## src/rtl/ook_rsfs_pkg.sv

```systemverilog
// types and constants for the ook remote switch frame sender
// no dependencies; imported by ook_remote_switch_frame_sender
`timescale 1ns / 1ps

package ook_rsfs_pkg;

    localparam int ID_FIELD_W   = 26;
    localparam int UNIT_FIELD_W = 4;
    localparam int RC_W         = 8;
    localparam int DUR_W        = 16;
    localparam int TIME_W       = 12;
    localparam int PERIOD_W     = 10;
    localparam int CFG_IDX_W    = 2;

    localparam logic [DUR_W-1:0] SYNC_GAP_PERIODS  = 16'd10;
    localparam logic [DUR_W-1:0] END_PAUSE_PERIODS = 16'd39;

    localparam logic [CFG_IDX_W-1:0] CFG_HIGH_TIME   = 2'd0;
    localparam logic [CFG_IDX_W-1:0] CFG_SHORT_LOW   = 2'd1;
    localparam logic [CFG_IDX_W-1:0] CFG_LONG_LOW    = 2'd2;
    localparam logic [CFG_IDX_W-1:0] CFG_PERIOD_TIME = 2'd3;

    localparam logic [TIME_W-1:0]   HIGH_TIME_RST   = 12'd250;
    localparam logic [TIME_W-1:0]   SHORT_LOW_RST   = 12'd250;
    localparam logic [TIME_W-1:0]   LONG_LOW_RST    = 12'd1250;
    localparam logic [PERIOD_W-1:0] PERIOD_TIME_RST = 10'd250;

    localparam logic MODE_TICK  = 1'b0;
    localparam logic MODE_START = 1'b1;

    typedef enum logic [2:0] {
        PH_IDLE      = 3'd0,
        PH_SYNC_HIGH = 3'd1,
        PH_SYNC_LOW  = 3'd2,
        PH_DATA_HIGH = 3'd3,
        PH_DATA_LOW  = 3'd4,
        PH_STOP_HIGH = 3'd5,
        PH_STOP_LOW  = 3'd6
    } phase_t;

    typedef struct packed {
        logic                    mode;
        logic [ID_FIELD_W-1:0]   transmitter_id;
        logic                    turn_on;
        logic [UNIT_FIELD_W-1:0] unit_number;
        logic [RC_W-1:0]         repeat_count;
    } in_item_t;

    typedef struct packed {
        logic pin_level;
        logic busy_res;
        logic frame_done;
    } out_item_t;

endpackage

```

## src/rtl/ook_remote_switch_frame_sender.sv

```systemverilog
// ook remote switch frame sender: pulse-distance radio frame transmitter on microsecond ticks
// depends on ook_rsfs_pkg for payload structs, phase enum and constants
// each input transaction's result is registered in the output register in the cycle after it is accepted
// throughput: one input transaction per cycle while out_ready is high, set by the
// single state update between the state registers and the output register
// reset: asynchronous active low; line low, idle, registers at their default timings
`timescale 1ns / 1ps

module ook_remote_switch_frame_sender
    import ook_rsfs_pkg::*;
#(
    parameter int ID_BITS   = 26,
    parameter int UNIT_BITS = 4
)(
    input  logic                  clk,
    input  logic                  rst_n,
    input  logic                  in_valid,
    output logic                  in_ready,
    input  in_item_t              in_data,
    output logic                  out_valid,
    input  logic                  out_ready,
    output out_item_t             out_data,
    input  logic                  cfg_valid,
    output logic                  cfg_ready,
    input  logic [CFG_IDX_W-1:0]  cfg_index,
    input  logic [TIME_W-1:0]     cfg_data
);

    localparam int FRAME_BITS = ID_BITS + 2 + UNIT_BITS;
    localparam int BIDX_W     = $clog2(FRAME_BITS + 1);
    localparam int POS_W      = $clog2(FRAME_BITS);

    // configuration
    logic [TIME_W-1:0]   high_time_reg;
    logic [TIME_W-1:0]   short_low_reg;
    logic [TIME_W-1:0]   long_low_reg;
    logic [PERIOD_W-1:0] period_time_reg;

    // transmit state
    logic [FRAME_BITS-1:0] frame_shift_reg,    frame_shift_next;
    logic [BIDX_W-1:0]     bit_index_reg,      bit_index_next;
    logic                  pair_half_reg,      pair_half_next;
    phase_t                phase_reg,          phase_next;
    logic [DUR_W-1:0]      duration_timer_reg, duration_timer_next;
    logic [RC_W-1:0]       repeats_left_reg,   repeats_left_next;
    logic                  line_level_reg,     line_level_next;
    logic                  sending_reg,        sending_next;

    out_item_t out_data_reg, out_data_next;
    logic      out_valid_reg;

    logic             accept;
    logic             load_en;
    logic             done;
    logic [POS_W-1:0] pos;
    logic             cur_bit;
    logic [DUR_W-1:0] load_dur;
    logic             load_level;

    assign in_ready  = !out_valid_reg || out_ready;
    assign accept    = in_valid && in_ready;
    assign out_valid = out_valid_reg;
    assign out_data  = out_data_reg;
    assign cfg_ready = 1'b1;

    always_ff @(posedge clk or negedge rst_n)
    begin
        if (!rst_n)
        begin
            high_time_reg   <= HIGH_TIME_RST;
            short_low_reg   <= SHORT_LOW_RST;
            long_low_reg    <= LONG_LOW_RST;
            period_time_reg <= PERIOD_TIME_RST;
        end
        else if (cfg_valid)
        begin
            case (cfg_index)
                CFG_HIGH_TIME:   high_time_reg   <= cfg_data;
                CFG_SHORT_LOW:   short_low_reg   <= cfg_data;
                CFG_LONG_LOW:    long_low_reg    <= cfg_data;
                CFG_PERIOD_TIME: period_time_reg <= cfg_data[PERIOD_W-1:0];
                default:         ;
            endcase
        end
    end

    // frame bit for the current pair half: inverse first, then the bit itself
    always_comb
    begin
        pos     = POS_W'(FRAME_BITS - 1) - bit_index_reg[POS_W-1:0];
        cur_bit = frame_shift_reg[pos] ^ ~pair_half_reg;
    end

    // next state
    always_comb
    begin
        frame_shift_next  = frame_shift_reg;
        bit_index_next    = bit_index_reg;
        pair_half_next    = pair_half_reg;
        phase_next        = phase_reg;
        repeats_left_next = repeats_left_reg;
        sending_next      = sending_reg;
        load_en           = 1'b0;
        done              = 1'b0;
        if (accept)
        begin
            if (in_data.mode == MODE_START)
            begin
                if (!sending_reg && (in_data.repeat_count != '0))
                begin
                    frame_shift_next  = {in_data.transmitter_id[ID_BITS-1:0], 1'b0,
                                         in_data.turn_on,
                                         in_data.unit_number[UNIT_BITS-1:0]};
                    repeats_left_next = in_data.repeat_count;
                    bit_index_next    = '0;
                    pair_half_next    = 1'b0;
                    sending_next      = 1'b1;
                    phase_next        = PH_SYNC_HIGH;
                    load_en           = 1'b1;
                end
            end
            else if (sending_reg && (duration_timer_reg <= DUR_W'(1)))
            begin
                load_en = 1'b1;
                case (phase_reg)
                    PH_SYNC_HIGH: phase_next = PH_SYNC_LOW;
                    PH_SYNC_LOW:
                    begin
                        bit_index_next = '0;
                        pair_half_next = 1'b0;
                        phase_next     = PH_DATA_HIGH;
                    end
                    PH_DATA_HIGH: phase_next = PH_DATA_LOW;
                    PH_DATA_LOW:
                    begin
                        if (!pair_half_reg)
                        begin
                            pair_half_next = 1'b1;
                            phase_next     = PH_DATA_HIGH;
                        end
                        else
                        begin
                            pair_half_next = 1'b0;
                            bit_index_next = bit_index_reg + 1'b1;
                            if (bit_index_next >= BIDX_W'(FRAME_BITS))
                                phase_next = PH_STOP_HIGH;
                            else
                                phase_next = PH_DATA_HIGH;
                        end
                    end
                    PH_STOP_HIGH: phase_next = PH_STOP_LOW;
                    PH_STOP_LOW:
                    begin
                        repeats_left_next = repeats_left_reg - 1'b1;
                        if (repeats_left_next != '0)
                            phase_next = PH_SYNC_HIGH;
                        else
                        begin
                            sending_next   = 1'b0;
                            bit_index_next = '0;
                            pair_half_next = 1'b0;
                            phase_next     = PH_IDLE;
                            done           = 1'b1;
                        end
                    end
                    default:
                    begin
                        sending_next = 1'b0;
                        phase_next   = PH_IDLE;
                    end
                endcase
            end
        end
    end

    // segment length and line level of the segment being loaded
    always_comb
    begin
        case (phase_next)
            PH_SYNC_HIGH, PH_DATA_HIGH, PH_STOP_HIGH:
            begin
                load_dur   = DUR_W'(high_time_reg);
                load_level = 1'b1;
            end
            PH_SYNC_LOW:
            begin
                load_dur   = DUR_W'(short_low_reg) +
                             DUR_W'(period_time_reg) * SYNC_GAP_PERIODS;
                load_level = 1'b0;
            end
            PH_DATA_LOW:
            begin
                load_dur   = cur_bit ? DUR_W'(short_low_reg) : DUR_W'(long_low_reg);
                load_level = 1'b0;
            end
            PH_STOP_LOW:
            begin
                load_dur   = DUR_W'(short_low_reg) +
                             DUR_W'(period_time_reg) * END_PAUSE_PERIODS;
                load_level = 1'b0;
            end
            default:
            begin
                load_dur   = '0;
                load_level = 1'b0;
            end
        endcase

        if (load_en)
        begin
            duration_timer_next = load_dur;
            line_level_next     = load_level;
        end
        else
        begin
            line_level_next = line_level_reg;
            if (accept && (in_data.mode == MODE_TICK) && sending_reg)
                duration_timer_next = duration_timer_reg - 1'b1;
            else
                duration_timer_next = duration_timer_reg;
        end
    end

    // result of the transaction shows the state after it
    always_comb
    begin
        out_data_next.pin_level  = line_level_next;
        out_data_next.busy_res   = sending_next;
        out_data_next.frame_done = done;
    end

    always_ff @(posedge clk or negedge rst_n)
    begin
        if (!rst_n)
        begin
            bit_index_reg      <= '0;
            pair_half_reg      <= 1'b0;
            phase_reg          <= PH_IDLE;
            duration_timer_reg <= '0;
            repeats_left_reg   <= '0;
            line_level_reg     <= 1'b0;
            sending_reg        <= 1'b0;
            out_valid_reg      <= 1'b0;
        end
        else
        begin
            if (accept)
            begin
                bit_index_reg      <= bit_index_next;
                pair_half_reg      <= pair_half_next;
                phase_reg          <= phase_next;
                duration_timer_reg <= duration_timer_next;
                repeats_left_reg   <= repeats_left_next;
                line_level_reg     <= line_level_next;
                sending_reg        <= sending_next;
                out_valid_reg      <= 1'b1;
            end
            else if (out_ready)
            begin
                out_valid_reg <= 1'b0;
            end
        end
    end

    always_ff @(posedge clk)
    begin
        if (accept)
        begin
            frame_shift_reg <= frame_shift_next;
            out_data_reg    <= out_data_next;
        end
    end

endmodule

```

## config.mk

```make
export PLATFORM = sky130hd
export DESIGN_NAME = ook_remote_switch_frame_sender
export DESIGN_NICKNAME = d
export VERILOG_FILES = /design/src/rtl/ook_rsfs_pkg.sv /design/src/rtl/ook_remote_switch_frame_sender.sv
export SDC_FILE = /design/constraint.sdc
export NUM_CORES = 1
export LEC_CHECK = 0
export ABC_CLOCK_PERIOD_IN_PS = 4500
export BUFFER_PORTS_ARGS = -buffer_cell sky130_fd_sc_hd__buf_2
export CORE_ASPECT_RATIO = 1.25
export CORE_MARGIN = 2
export CORE_UTILIZATION = 26
export CTS_BUF_LIST = sky130_fd_sc_hd__clkbuf_4 sky130_fd_sc_hd__clkbuf_8
export CTS_CLUSTER_DIAMETER = 80
export DETAILED_ROUTE_END_ITERATION = 6
export PLACE_DENSITY = 0.43
export SLEW_MARGIN = 0
export SYNTH_ARGS = -nofsm -noshare
export SYNTH_HDL_FRONTEND = slang
export SYNTH_SLANG_ARGS = --single-unit
```

## constraint.sdc

```tcl
create_clock -name clk -period 4.5 [get_ports clk]
set_input_delay 0.9 -clock clk [delete_from_list [all_inputs] [get_ports clk]]
set_output_delay 0.9 -clock clk [all_outputs]
set_load 0.02 [all_outputs]
```

==> impl_metrics.json, run 1 <==
{
  "htreeDepth": 4,
  "finalCritPeriodShare": 0.954,
  "stdcell_count": 1342,
  "synth_compound_area_frac": 0.157,
  "num_io_pins": 65,
  "dpl.cell_count": 1309,
  "gp_congestion": 0.802,
  "status": "finished, final reports clean",
  "multi_input_area_um2": 4910,
  "holdWs_ns": 0.461,
  "async_reset_ff_frac": 0.709,
  "dieArea_um2": 34000,
  "drc": 0,
  "wl_um": 23600,
  "num_rows": 73,
  "tightest_slew_ns": 0.916,
  "max_cap_violations": 0,
  "worst_slack_ns": 0.207,
  "dpl_worst_slack_ns": -0.0284,
  "dieHeight_um": 206,
  "synth-seq-cells": 117,
  "cts_max_path_buffers": 2,
  "hold_viol_final": 0,
  "cts_hold_buf": 0,
  "ir_worst_vdd_v": 0.000322,
  "cts.sinks": 117,
  "grt.met2_usage": 0.256,
  "antennaDiodeCount": 0,
  "slew_headroom": 0.389,
  "synthSimpleGateAreaFrac": 0.130,
  "synth_xor_xnor_area_share": 0.0279,
  "syn_nets": 975,
  "final_util": 0.310,
  "root_buffer": "clkbuf_8",
  "critPathMaxFanout": 5,
  "worstPathRequired_ns": 4.83,
  "cts_buffers": 17,
  "ant_nets": 0,
  "post_drt_wl_per_cell_um": 17.6,
  "grt_pass1_vias": 6757,
  "setup_viol": 0,
  "crit_path_end_kind": "flop",
  "grt_usage": 0.146,
  "grt_max_degree": 58,
  "cellPowerDensity_nw_per_um2": 664,
  "start_kind": "flop",
  "period_minus_slack_ns": 4.29,
  "grt_pass1_wl_um": 37700,
  "syn_area_um2": 8470,
  "synth_warnings": 0,
  "netlist_instances": 825,
  "coreArea_um2": 32000,
  "muxShareOfSynthArea": 0.101,
  "chipWidth_um": 165,
  "synth-edff-count": 34,
  "min_path_type": "flop to flop",
  "total_power_w": 0.00657,
  "gr-total-overflow": 0,
  "worstSetupPathType": "flop to flop",
  "clk_pin_slew_ns": 0.09,
  "clkLatencyLatePin_ns": 0.46,
  "drt_iter0_markers": 423,
  "cts_tree": "built",
  "ys.flop_type": "dfrtp_1",
  "start_util": 0.265,
  "p_leak_nw": 4.18,
  "synth_top_family_by_area": "adder cells",
  "seq_area_um2": 3130,
  "ys_types": 84,
  "synth-adder-area-share": 0.157,
  "slew_violations": 0,
  "use_met1": 0.180,
  "busiest_layer": "met2",
  "portBuffers": 63,
  "fmax_mhz": 233,
  "fin_worst_skew_ns": 0.0190,
  "arrival_ns": 4.62,
  "dp_hpwl_um": 18200,
  "grt_use_met3": 0.0254,
  "avgViaCountPerCell": 4.82,
  "antenna_found_initial": 0,
  "largest_reg_flops": 31,
  "firstDrtPassIters": 7,
  "area_growth_pct": 16.8,
  "drive_gt1_frac": 0.274,
  "seq_area_frac_synth": 0.369,
  "postSynthAreaPerCell_um2": 10.3,
  "nets": 1067,
  "fill_cells": 3373,
  "vias": 6465
}
## per-layer routing
metal	wire length, µm	share of wire	vias up
met5	0	0	-
met4	422	0.018	0
met3	684	0.029	20
met2	12000	0.51	98
met1	10400	0.44	3144
li1	-	-	3203
## where the power goes
| part | leakage, nW | internal (W) | switching (W) |
|---|---|---|---|
| logic | 2.68 | 0.00195 | 0.00222 |
| registers | 1.30 | 0.00127 | 0.000171 |
| clock network | 0.197 | 0.000480 | 0.000476 |
## through the flow
step / setup TNS (ns) / instance area [µm²]
floorplan: 0 / 8470
global placement: 0 / 9470
detailed placement: -0.0284 / 9470
CTS: 0 / 9850
global route: -0.0717 / 9890
finish: 0 / 9890
## critical path: stages, from the launching register on
cell	delay, ns
dfstp_2	0.59
fa_1	0.42
ha_1	0.28
inv_1	0.05
fa_1	0.49
fa_1	0.51
inv_1	0.06
ha_4	0.24
a211oi_2	0.23
buf_4	0.15
nand2_1	0.04
o221a_2	0.25
a21o_1	0.19
a21oi_2	0.16
xnor2_1	0.08
and3_1	0.17
a211o_1	0.25
## path summary, 6_finish.rpt
| kind | start | depth (start not counted) | slack [ns] | end |
|---|---|---|---|---|
| max reg2reg | period_time_reg[5]$_DFFE_PN1P_ | 16 | 0.21 | duration_timer_reg[12]$_DFFE_PN0P_ |
| min reg2reg | line_level_reg$_DFFE_PN0P_ | 2 | 0.46 | line_level_reg$_DFFE_PN0P_ |
| min in group asynchronous | rst_n | 1 | 0.52 | bit_index_reg[1]$_DFFE_PN0P_ |
| max in group asynchronous | rst_n | 2 | 3.04 | high_time_reg[1]$_DFFE_PN1P_ |
| min | line_level_reg$_DFFE_PN0P_ | 2 | 0.46 | line_level_reg$_DFFE_PN0P_ |
| max | period_time_reg[5]$_DFFE_PN1P_ | 16 | 0.21 | duration_timer_reg[12]$_DFFE_PN0P_ |
## cells by family after synthesis
| group | count (synthesis) |
|---|---|
| AOI/OAI and AO/OA | 198 |
| xor gates and xnor gates | 27 |
| adders and majority gates | 91 |
| buffers and inverters | 122 |
| DFF | 117 |
| muxes | 72 |
| other | 1 |
| and+or+nand+nor | 197 |
## layout make-up
class / instances / share of cell area
timing repair buffer: 102 / 0.0617
clock buffer: 21 / 0.0279
sequential: 117 / 0.316
tap: 412 / 0.0521
clock inverter: 11 / 0.0104
inverter: 93 / 0.0355
multi-input combinational: 586 / 0.496
## cells in the mapped netlist (4+ instances only)
library cell | instances | area, µm²
xor2_1 | 10 | 87.6
o21bai_1 | 6 | 45.0
nor3_1 | 20 | 100
o21ai_0 | 50 | 250
nand3_1 | 20 | 100
a31oi_1 | 7 | 43.8
or3_1 | 6 | 37.5
o21ai_1 | 10 | 50.1
a2111oi_0 | 5 | 43.8
mux2_2 | 57 | 642
mux2i_1 | 10 | 100
a222oi_1 | 5 | 50.1
o21a_1 | 5 | 37.5
nand3b_1 | 6 | 45.0
nor2_1 | 42 | 158
nor4_1 | 13 | 81.3
nand2b_1 | 6 | 37.5
nor2b_1 | 6 | 37.5
o211a_1 | 4 | 40.0
nand2_1 | 36 | 135
ha_1 | 65 | 813
buf_2 | 9 | 45.0
dfstp_2 | 23 | 604
a21oi_1 | 33 | 165
o211ai_1 | 5 | 37.5
a21o_1 | 5 | 37.5
or2_2 | 5 | 31.3
o41ai_1 | 5 | 43.8
edfxtp_1 | 34 | 1020
a22oi_1 | 4 | 30.0
a211oi_1 | 9 | 67.6
clkbuf_1 | 14 | 52.6
fa_1 | 26 | 521
dfrtp_1 | 60 | 1500
inv_1 | 89 | 334
o22ai_1 | 11 | 68.8
xnor2_1 | 17 | 149
o31ai_1 | 7 | 52.6
nor3b_1 | 5 | 37.5
mux4_2 | 5 | 113
## placed cells by master, fill, tap and decap left out, types with 7 or more instances in the layout
master,n
o21ai_1,11
fa_1,26
edfxtp_1,34
clkbuf_8,19
inv_1,89
dfstp_2,23
xnor2_1,17
nor2_1,42
dfrtp_1,60
a211oi_1,7
buf_4,40
nand3_1,20
nand2_1,36
mux2_2,57
a21oi_1,32
buf_2,62
o22ai_1,11
nor3_1,20
a31oi_1,7
ha_1,63
xor2_1,10
mux2i_1,10
nor4_1,13
o21ai_0,49
## what timing repair did
item                                    CTS  global route
endpoints found under the setup margin    2             7
setup buffers                             0             1
pin swaps                                 0             7
endpoints found under the hold margin     0             0
resized for setup                         2             7
No activity file was read; power rests on OpenSTA's default activity.
==> inputs of run 2 (changes only) <==
- ABC_CLOCK_PERIOD_IN_PS: 4500 -> 5500
- PLACE_DENSITY: 0.43 -> 0.42
- clock period: 4.5 -> 5.5 ns (I/O delays scaled with it)
==> impl_metrics.json, run 2 (synthesis gave the netlist of run 1 again) <==
{
  "gr-total-overflow": 0,
  "cts.sinks": 117,
  "min_from": "line_level_reg$_DFFE_PN0P_",
  "drive_gt1_frac": 0.242,
  "status": "finished, final reports clean",
  "cts_buffers": 17,
  "grt_max_degree": 50,
  "reg2reg_to": "duration_timer_reg[11]$_DFFE_PN0P_",
  "root_buffer": "clkbuf_8",
  "setup_viol": 0,
  "rr_startpoint": "period_time_reg[6]$_DFFE_PN1P_",
  "largest_reg_flops": 31,
  "portBuffers": 63,
  "avgViaCountPerCell": 4.79,
  "r2r_cells": 15,
  "min_path_type": "flop to flop",
  "holdPathStages": 2,
  "crit_path_end_kind": "flop",
  "dieHeight_um": 206,
  "seq_area_um2": 3130,
  "arrival_ns": 5.06,
  "ir_worst_vdd_v": 0.000266,
  "finalCritPeriodShare": 0.862,
  "r2r_setup_slack_ns": 0.76,
  "rsz0062_at_grt": "no",
  "drc": 0,
  "htreeDepth": 4,
  "nets": 1037,
  "gp_congestion": 0.803,
  "worstSetupPathType": "flop to flop",
  "dp_hpwl_um": 17700,
  "num_io_pins": 65,
  "period_minus_slack_ns": 4.74,
  "start_util": 0.265,
  "post_drt_wl_per_cell_um": 17.6,
  "worstPathRequired_ns": 5.82,
  "layout_commonest_cell": "inv_1",
  "grt_usage": 0.143,
  "p_leak_nw": 4.03,
  "dieArea_um2": 34000,
  "antennaDiodeCount": 0,
  "drt_iter0_markers": 315,
  "multi_input_area_um2": 4860,
  "ant_nets": 0,
  "cts_hold_buf": 0,
  "grt_pass1_vias": 6530,
  "cts_resized": 0,
  "cts_max_path_buffers": 2,
  "fin_worst_skew_ns": 0.0157,
  "slew_headroom": 0.341,
  "area_growth_pct": 13.7,
  "start_kind": "flop",
  "slew_violations": 0,
  "fin_tns_setup_ns": 0,
  "tightest_slew_ns": 0.982,
  "fmax_mhz": 211,
  "firstDrtPassIters": 5,
  "clkLatencyLatePin_ns": 0.46,
  "chipWidth_um": 165,
  "critPathMaxFanout": 7,
  "coreArea_um2": 32000,
  "cts_tree": "built",
  "wl_um": 23100,
  "num_rows": 73,
  "antenna_found_initial": 0,
  "grt_pass1_wl_um": 36900,
  "max_cap_violations": 0,
  "final_cell_mix": "inv_1, ha_1, buf_2",
  "fill_cells": 3373,
  "cellPowerDensity_nw_per_um2": 528,
  "total_power_w": 0.00508,
  "hold_viol_final": 0,
  "cts_setup_buffers": 0,
  "whs_endpoint": "line_level_reg$_DFFE_PN0P_",
  "clk_pin_slew_ns": 0.08,
  "vias": 6290
}
run 2: metrics by stage:
stage          setup WS (ns)  cell area, µm²  hold WS (ns)  utilization  instances
6_report               0.760            9630         0.464        0.301       1312
5_1_grt                0.353            9630         0.504        0.301       1312
4_1_cts                0.729            9630         0.469        0.301       1312
3_5_place_dp           0.758            9240         0.451        0.289       1280
3_3_place_gp           0.786            9240         0.445        0.289       1280
2_1_floorplan           1.07            8470         0.433            -        825
run 2: worst max-delay path, cell delays in order, from the launching register on:
cell       delay (ns)
dfstp_2          0.64
fa_1             0.44
ha_1             0.29
inv_1            0.05
fa_1             0.49
fa_1             0.51
inv_1            0.04
ha_1             0.34
a211oi_1         0.33
inv_1            0.10
o31ai_1          0.38
o21bai_1         0.10
a211oi_1         0.23
nor2_1           0.06
a2111oi_0        0.41
o221ai_1         0.18
run 2: how the worst max path moves through the flow:
stage	start	to	slack, ns	depth (start not counted)
finish	period_time_reg[6]$_DFFE_PN1P_	duration_timer_reg[11]$_DFFE_PN0P_	0.76	15
detailed placement	period_time_reg[6]$_DFFE_PN1P_	duration_timer_reg[11]$_DFFE_PN0P_	0.76	15
floorplan	period_time_reg[6]$_DFFE_PN1P_	duration_timer_reg[11]$_DFFE_PN0P_	1.07	15
global route	period_time_reg[6]$_DFFE_PN1P_	duration_timer_reg[11]$_DFFE_PN0P_	0.35	15
CTS	period_time_reg[6]$_DFFE_PN1P_	duration_timer_reg[11]$_DFFE_PN0P_	0.73	15
global placement	period_time_reg[6]$_DFFE_PN1P_	duration_timer_reg[11]$_DFFE_PN0P_	0.79	15
run 2: cell type report:
type | instances | area share
multi-input cells | 586 | 0.505
well taps | 412 | 0.0535
inverters | 93 | 0.0365
flip-flops and latches | 117 | 0.325
clock buffers | 20 | 0.0266
clock inverters | 12 | 0.0136
repair buffers | 72 | 0.0400
run 2: per-layer routing:
metal	share of wire	GRT usage	wire length [µm]	up-vias
met5	0	0	0	-
met4	0.013	0.0382	289	0
met3	0.028	0.0250	653	17
met2	0.50	0.252	11600	75
met1	0.46	0.181	10600	3057
li1	-	-	-	3141
run 2: power breakdown:
part	switching (W)	internal (W)
Clock	0.000392	0.000417
Combinational	0.00170	0.00137
Sequential	0.000159	0.00104
Total	0.00225	0.00283
